===== config.mk =====
export PLATFORM = sky130hd
export DESIGN_NAME = sorted_priority_queue_core
export DESIGN_NICKNAME = d
export VERILOG_FILES = /design/src/sv/spq_pkg.sv /design/src/sv/spq_cell.sv /design/src/sv/sorted_priority_queue_core.sv
export SDC_FILE = /design/constraint.sdc
export NUM_CORES = 2
export LEC_CHECK = 0
export BUFFER_PORTS_ARGS = -buffer_cell sky130_fd_sc_hd__buf_4
export CORE_UTILIZATION = 50
export DETAILED_ROUTE_END_ITERATION = 8
export GPL_TIMING_DRIVEN = 0
export MAX_ROUTING_LAYER = met4
export PLACE_DENSITY = 0.66
export RECOVER_POWER = 25
export SYNTH_ARGS = -nofsm -noshare
export SYNTH_HDL_FRONTEND = slang
export SYNTH_SLANG_ARGS = --single-unit
export TNS_END_PERCENT = 100

===== constraint.sdc =====
create_clock -name i_clk -period 18.4 [get_ports i_clk]
set_clock_uncertainty 0.2 [all_clocks]
set_input_delay 2.76 -clock i_clk [delete_from_list [all_inputs] [get_ports i_clk]]
set_output_delay 2.76 -clock i_clk [all_outputs]
set_load 0.05 [all_outputs]

===== src/sv/spq_pkg.sv =====
package spq_pkg;

    localparam int DEPTH   = 16;
    localparam int VALUE_W = 32;
    localparam int CNT_W   = $clog2(DEPTH + 1);
    localparam int STAT_W  = 2;

    typedef logic signed [VALUE_W-1:0] t_val;
    typedef logic [CNT_W-1:0]          t_cnt;

    typedef enum logic {
        OP_INSERT = 1'b0,
        OP_DELETE = 1'b1
    } t_op;

    typedef enum logic [STAT_W-1:0] {
        ST_DONE      = 2'd0,
        ST_FULL      = 2'd1,
        ST_NOT_FOUND = 2'd2
    } t_status;

    // control broadcast to every cell
    typedef struct packed {
        logic load;
        t_op  op;
    } t_cell_ctl;

    // signals rippling from a cell to the next one towards the tail
    typedef struct packed {
        logic ins;
        logic hit;
    } t_link;

endpackage


===== src/sv/spq_cell.sv =====
module spq_cell (
    input  logic               i_clk,
    input  spq_pkg::t_cell_ctl i_ctl,
    input  logic               i_occ,
    input  spq_pkg::t_val      i_value,
    input  spq_pkg::t_link     i_link,
    input  spq_pkg::t_val      i_left_value,
    input  spq_pkg::t_val      i_right_value,
    output spq_pkg::t_link     o_link,
    output spq_pkg::t_val      o_value,
    output spq_pkg::t_val      o_next
);
    import spq_pkg::*;

    t_val r_value;
    t_val n_value;

    // empty cells behave as minus infinity, so the insert flag stays monotonic
    assign o_link.ins = !i_occ || (r_value <= i_value);
    assign o_link.hit = i_link.hit || (i_occ && (r_value == i_value));

    always_comb begin
        n_value = r_value;
        if (i_ctl.op == OP_INSERT) begin
            if (o_link.ins) begin
                n_value = i_link.ins ? i_left_value : i_value;
            end
        end else begin
            if (o_link.hit) begin
                n_value = i_right_value;
            end
        end
    end

    always_ff @(posedge i_clk) begin
        if (i_ctl.load) begin
            r_value <= n_value;
        end
    end

    assign o_value = r_value;
    assign o_next  = i_ctl.load ? n_value : r_value;

endmodule


===== src/sv/sorted_priority_queue_core.sv =====
// Channel  | Valid        | Stall        | Payload
// ---------+--------------+--------------+------------------------------------------
// request  | i_in_valid   | o_in_stall   | i_op, i_value
// result   | o_out_valid  | i_out_stall  | o_status, o_count, o_head_valid, o_head_value
//
// Every request is finished in the cycle it is accepted: all cells compare and shift
// together, and the result is registered as the cells load. A new request can follow
// every cycle while the result register is free or being taken.
// Reset (synchronous, active low) clears the count and the result valid; the
// entries themselves are not cleared. A stalled result holds the request side off.
module sorted_priority_queue_core (
    input  logic                        i_clk,
    input  logic                        i_rst_n,
    input  logic                        i_in_valid,
    output logic                        o_in_stall,
    input  logic                        i_op,
    input  logic signed [spq_pkg::VALUE_W-1:0] i_value,
    output logic                        o_out_valid,
    input  logic                        i_out_stall,
    output logic [spq_pkg::STAT_W-1:0]  o_status,
    output logic [spq_pkg::CNT_W-1:0]   o_count,
    output logic                        o_head_valid,
    output logic signed [spq_pkg::VALUE_W-1:0] o_head_value
);
    import spq_pkg::*;

    t_cnt      r_count;
    logic      r_out_valid;
    t_status   r_status;
    t_cnt      r_out_count;
    t_val      r_head;

    t_cnt      n_count;
    t_status   n_status;
    t_val      n_head;

    logic      accept;
    logic      full;
    t_op       op;
    t_cell_ctl ctl;

    t_link     link [DEPTH+1];
    t_val      cell_value [DEPTH];
    t_val      cell_next [DEPTH];
    logic      occ [DEPTH];

    assign o_in_stall = r_out_valid && i_out_stall;
    assign accept     = i_in_valid && !o_in_stall;
    assign op         = t_op'(i_op);
    assign full       = (r_count == t_cnt'(DEPTH));

    assign ctl.op   = op;
    assign ctl.load = accept && ((op == OP_DELETE) || !full);

    assign link[0].ins = 1'b0;
    assign link[0].hit = 1'b0;

    for (genvar g = 0; g < DEPTH; g++) begin : g_cell
        assign occ[g] = (t_cnt'(g) < r_count);

        spq_cell u_cell (
            .i_clk         (i_clk),
            .i_ctl         (ctl),
            .i_occ         (occ[g]),
            .i_value       (i_value),
            .i_link        (link[g]),
            .i_left_value  ((g == 0) ? i_value : cell_value[(g == 0) ? 0 : g - 1]),
            .i_right_value (cell_value[(g == DEPTH - 1) ? g : g + 1]),
            .o_link        (link[g+1]),
            .o_value       (cell_value[g]),
            .o_next        (cell_next[g])
        );
    end

    always_comb begin
        n_count  = r_count;
        n_status = ST_DONE;
        if (op == OP_INSERT) begin
            if (full) begin
                n_status = ST_FULL;
            end else begin
                n_count = r_count + t_cnt'(1);
            end
        end else begin
            if (link[DEPTH].hit) begin
                n_count = r_count - t_cnt'(1);
            end else begin
                n_status = ST_NOT_FOUND;
            end
        end
        n_head = (n_count != '0) ? cell_next[0] : '0;
    end

    always_ff @(posedge i_clk) begin
        if (!i_rst_n) begin
            r_count     <= '0;
            r_out_valid <= 1'b0;
        end else begin
            if (accept) begin
                r_count     <= n_count;
                r_out_valid <= 1'b1;
            end else if (!i_out_stall) begin
                r_out_valid <= 1'b0;
            end
        end
        if (accept) begin
            r_status    <= n_status;
            r_out_count <= n_count;
            r_head      <= n_head;
        end
    end

    assign o_out_valid  = r_out_valid;
    assign o_status     = r_status;
    assign o_count      = r_out_count;
    assign o_head_valid = (r_out_count != '0);
    assign o_head_value = r_head;

    a_count_range: assert property (@(posedge i_clk) disable iff (!i_rst_n)
        r_count <= t_cnt'(DEPTH))
        else $error("entry count beyond depth");

    a_full_refused: assert property (@(posedge i_clk) disable iff (!i_rst_n)
        (accept && op == OP_INSERT && full) |=> (r_status == ST_FULL && $stable(r_count)))
        else $error("insert on a full store was not refused");

    a_count_moves: assert property (@(posedge i_clk) disable iff (!i_rst_n)
        !accept |=> $stable(r_count))
        else $error("count changed without a request");

    a_result_count: assert property (@(posedge i_clk) disable iff (!i_rst_n)
        accept |=> (r_out_valid && r_out_count == r_count))
        else $error("result count does not match store");

endmodule

# [Yosys cells after proc, flatten, opt, wreduce, memory -nomap -nowiden]
# Index checks and enable logic that the tools add are counted.
[word_totals] register_bits=557 latch_bits=0 ram_bits=0 rom_bits=0 in_bits=37 out_inout_bits=42 wordCells=257 n_memories=0
[op_classes] add_sub_neg=2 mul=0 n_div=0 magnitude_cmp=32 eq_ne=32 shift=0 muxes=69 bitwise=1 n_reduce_logical=100
[ops] op="two-way mux 32 bit" n=61
[ops] op="equality test 32 bit" n=16
[ops] op="less-or-equal comparator 32 bit" n=16
[ops] op="AND reduction 3 bit" n=15
[ops] op="< comparator 4 x 5 -> 1 bit (first input constant)" n=8
[ops] op="logical OR 1 bit" n=32
[ops] op="!= test 2 x 1 -> 1 bit (second input constant)" n=15
[ops] op="nonzero test 2 bit" n=14
[ops] op="< comparator 3 x 5 -> 1 bit (first input constant)" n=4
[ops] op="logical AND 1 bit" n=19
[ops] op="logical NOT 1 bit" n=18
[ops] op="two-way mux 5 bit" n=3
[ops] op="< comparator 1 x 5 -> 1 bit (first input constant)" n=2
[ops] op="< comparator 2 x 5 -> 1 bit (first input constant)" n=2
[ops] op="nonzero test 5 bit" n=2
[ops] op="adder 5 x 1 -> 5 bit (second input constant)" n=1
[ops] op="equality test 5 bit (second input constant)" n=1
[ops] op="subtractor 5 x 1 -> 5 bit (second input constant)" n=1
[ops] op="two-way mux 2 bit" n=2
[ops] op="two-way mux 1 bit" n=3
[ops] op="inverter 1 bit" n=1

# [Longest topological paths before layout]
[depth] depth_word=20 ltp_mapped=16 depth_no_buf=12

# [Hierarchy]
# Synthesis repeated with hierarchy kept, for this count alone.
[unflattened] cells_unflattened=6041 hier_area_um2=48151.2
[modules_own_cells] mod="spq_cell (g_cell[0].u_cell ...)" instances=14 cells_per_inst=374 area_per_inst_um2=2871.5 seq_area_each_um2=640.6
[modules_own_cells] mod="spq_cell (g_cell[8].u_cell ...)" instances=2 cells_per_inst=309 area_per_inst_um2=2785.2 seq_area_each_um2=640.6
[modules_own_cells] mod="sorted_priority_queue_core" instances=1 cells_per_inst=187 area_per_inst_um2=2379.8 seq_area_each_um2=1291.2

# [Worst setup path before layout]
# Ideal clock, no wire load.
[synth_path] path_type="input port to flip-flop" start="in i_value[11] (netlist bit)" end="reg g_cell[13].u_cell.r_value[0], enable pin" setup_time_ps=480 t_arrival_ps=7971 required_ps=17720 slack_ps=9749 stages=13 n_path_buf=3 path_cell_list="clkbuf_1 inv_1 ha_1 and4_1 a21oi_1 nand2_1 a221oi_1 a21boi_1 or4b_1 and2_1 clkbuf_1 clkbuf_1 a311oi_1"
[synth_via] elab_chain_len=17
[synth_lines] element="start, declared" line_no="sorted_priority_queue_core.sv:17" text="input logic signed [spq_pkg::VALUE_W-1:0] i_value,"
[synth_lines] element="equality test 32 bit" line_no="spq_cell.sv:20" text="assign o_link.hit = i_link.hit || (i_occ && (r_value == i_value));"
[synth_lines] element="logical AND 1 bit" line_no="spq_cell.sv:20"
[synth_lines] element="logical OR 1 bit (13 in a row)" line_no="spq_cell.sv:20"
[synth_lines] element="!= test 2 x 1 -> 1 bit (no line)"
[synth_lines] element="AND reduction 3 bit (no line) (*)"
[synth_lines] element="end signal, assigned" line_no="spq_cell.sv:37" text="r_value <= n_value;"
[synth_lines] element="end, declared" line_no="spq_cell.sv:15" text="t_val r_value;"
# Every way passes the cells marked *; elsewhere a longest branch is shown, timed or not.
# A chain may end at the register's enable or synchronous reset.

# [Worst setup path after layout]
[layout_path] start="in i_value[31] (netlist bit)" end="reg g_cell[2].u_cell.r_value[24], enable pin"
[layout_via] elab_chain_len=6
[layout_lines] element="parallel branches: the longest is 5 deep, another holds less-or-equal comparator 32 bit"
[layout_lines] element="AND reduction 3 bit (no line) (*)"
[layout_lines] element="end signal, assigned" line_no="spq_cell.sv:37"
[layout_lines] element="end, declared" line_no="spq_cell.sv:15"
# Mark *: on every way between the ends.

==> metrics.yaml <==
route:
  dr_wl_met3_um: 10250
  via_per_inst: 6.694
  remaining_drc_errors: 0
  wl_met1_um: 58570
  dr.max_layer_used: "met4"
  drtPass1Iterations: 5
  drt_iter0_drc: 3287
  wl_met2_um: 68870
  ant_nets: 0
  wirelength_um: 147400
  vias: 34440
  wl_per_cell_um: 28.64
timing:
  fin_crit_ns: 8.954
  hold_viol_final: 0
  finalCritPeriodShare_pct: 48.67
  setup_viol: 0
  tns_ns: 0
  maxSlewViolCount: 73
  slew_headroom_pct: -43.89
  worst_pin_slew_ns: 2.148
  rsz0062_at_grt: "false"
  worst_slack_ns: 9.446
  max_freq_mhz: 111.7
global_routing:
  grt_overflow_total: 0
  grt_pass1_vias: 33260
  grt_pass1_wl_um: 212400
  grt_use_total_pct: 36.24
  antenna_found_initial: 6
  grt_start_max_net_pins: 46
power_and_ir_drop:
  p_leak_uw: 0.01801
  power_per_cell_area_nw_per_um2: 84.38
  ir_drop_v: 0.00005853
clock_tree:
  cts_tree: "yes"
  clock_path_buffers: 3
  h-tree-depth: 3
  cts_hold_buf: 0
  clk_pin_slew_ns: 0.06
  cts-buffers-inserted: 70
  cts_resized: 0
  root_buffer: "clkbuf_16"
  postCtsSetupBuffers: 0
  clkLatencyLatePin_ns: 0.63
  cts_sinks: 557
placement:
  globalplace.congestion: 1.001
  port-buffer-count: 47
  preCtsSetupSlack_ns: 9.426
  dpl.hpwl_um: 121000
  post-place-cells: 5020
logic_synthesis:
  synthCells: 3897
  netlist-cell-type-count: 79
  yosysSeqAreaShare_pct: 40.34
  synth_nets: 4450
  postSynthAreaPerCell_sq_um: 10.40
  syn_area_sq_um: 40520
  synth-seq-cells: 557
  synth_async_sr_flop_share_pct: 0
  synth_edf_count: 519
  ys_warn_count: 0
  synthFlopType: "edfxtp_1"
run_status:
  outcome: "finished with violations"
  violations: "max-capacitance violations, max-slew violations"
floorplan:
  coreArea_sq_um: 80420
  rows: 104
  die_height_um: 286.7
  pin_count: 79
  start_util_pct: 50.38
  dieArea_sq_um: 82180
  die_w_um: 286.7
finish:
  layout.nets: 4585
  utilization_pct: 55.64
  drive_above_1_share_pct: 4.069
  finalNonFillerCells: 5145
  synthToLayoutAreaGrowth_pct: 10.43
run:
  maxCapViolCount: 3
critical_path:
  startpoint_type: "input port"
  rr_worst_depth: 10
  rrSetupSlack_ns: 12.81
  reg2reg_from: "g_cell[2].u_cell.o_value[31]"
  worstSetupPathType: "in -> reg"
  endpoint_kind: "flop"
  cp.required_ns: 18.56
  r2r_end: "g_cell[2].u_cell.o_value[24]"
  arrival_ns: 9.12
  cp_max_fo: 19
worst_hold_path:
  hp-class: "reg -> reg"
  hold_depth: 2
  hp-start: "g_cell[8].u_cell.o_value[0]"
  hold_path_end: "g_cell[7].u_cell.o_value[0]"
-- cell type report --
cell class                      count  area (sq um)
Clock buffer                       95          2014
Fill cell                        7331         35670
Clock inverter                     25         216.5
Tap cell                         1060          1326
Antenna cell                        5         12.51
Buffer                            281          1126
Inverter                           80         300.3
Multi-Input combinational cell   2979         22840
Timing Repair Buffer               63         561.8
Sequential cell                   557         16350
-- cell usage after synthesis (all sizes together), types with 35 or more instances --
library cell,count,area [sq um]
edfxtp,519,15580
ha,516,6456
o21ai,315,1577
nand2,259,972.2
clkbuf,234,878.3
a21oi,220,1109
nor2,206,780.8
mux2i,200,2002
nor3b,190,1431
a221o,188,1882
a21o,127,953.4
nand4,117,732.0
inv,79,296.5
a31oi,73,456.7
o21a,63,473.0
a2bb2oi,62,543.0
buf,47,261.5
nor2b,47,294.0
o211ai,39,292.8
or3,39,244.0
dfxtp,38,760.7
nand3,37,185.2
o211a,35,350.3
-- worst max path at each step --
stage,depth (start not counted),end,slack [ns],from
after floorplan,13,g_cell[13].u_cell.o_value[0],9.75,i_value[11]
after global placement,12,g_cell[14].u_cell.o_value[7],6.22,i_value[31]
after detailed placement,14,g_cell[12].u_cell.o_value[5],9.43,i_value[26]
after CTS,14,g_cell[12].u_cell.o_value[2],10.04,i_value[26]
after global routing,12,g_cell[2].u_cell.o_value[24],9.54,i_value[23]
final,12,g_cell[2].u_cell.o_value[24],9.45,i_value[31]
-- per-stage QoR --
stage	area, sq um	total power, uW	hold WS [ns]
5_1_grt	44740	3899	0.3950
4_1_cts	44950	3777	0.3396
3_5_place_dp	42720	2411	0.3395
3_3_place_gp	42200	2383	0.3333
6_report	44750	3775	0.3572
2_1_floorplan	40520	2131	0.3058
-- where the power goes --
part           internal (uW)  leakage (uW)  switching, uW
logic                    298        0.0117            520
registers               1500       0.00520           77.7
clock network            819       0.00109            565
-- worst max-delay path, stage by stage --
cell and delay (ns):
clkbuf_1 0.66, inv_1 0.74, ha_1 0.58, nand4_1 0.14
nor4_1 1.21, o311ai_0 0.63, and4_1 0.39, nor3_1 0.26
clkbuf_1 0.47, clkbuf_1 0.62, a21oi_4 0.32, buf_16 0.30
-- flip-flops by register name (all words and copies together), names as in the netlist --
signal and cells:
r_count 5, o_status 2, g_cell.u_cell.o_value 512, o_count 5, o_head_value 32, o_out_valid 1
-- placed cells by master (no fill, tap or decap), drive strengths merged, types with 22 or more instances in the layout --
cell / count
a21o: 127
a21oi: 220
a221o: 188
a2bb2oi: 62
a31oi: 73
buf: 54
clkbuf: 385
dfxtp: 38
edfxtp: 519
ha: 516
inv: 79
mux2: 34
mux2i: 200
nand2: 259
nand3: 37
nand4: 117
nor2: 206
nor2b: 47
nor3: 33
nor3b: 190
nor4: 22
o211a: 35
o211ai: 39
o21a: 63
o21ai: 315
or3: 39
-- metal layers --
| layer | GRT usage (%) | vias to the layer above |
|---|---|---|
| li1 | - | 15660 |
| met1 | 43.79 | 16820 |
| met2 | 58.68 | 1566 |
| met3 | 3.871 | 392 |
| met4 | 21.28 | 0 |
| met5 | - | - |
-- cells by family after synthesis --
| kind of cell | after synthesis | share of synthesized area (%) |
|---|---|---|
| xor gates and xnor gates | 2 | 0.04324 |
| adders and majority gates | 516 | 15.93 |
| AOI/OAI and AO/OA | 1218 | 20.87 |
| buffers and inverters | 361 | 3.554 |
| DFF | 557 | 40.34 |
| and+or+nand+nor | 1009 | 13.37 |
| muxes | 234 | 5.886 |
Note: power is estimated with default switching activity, not from simulation.
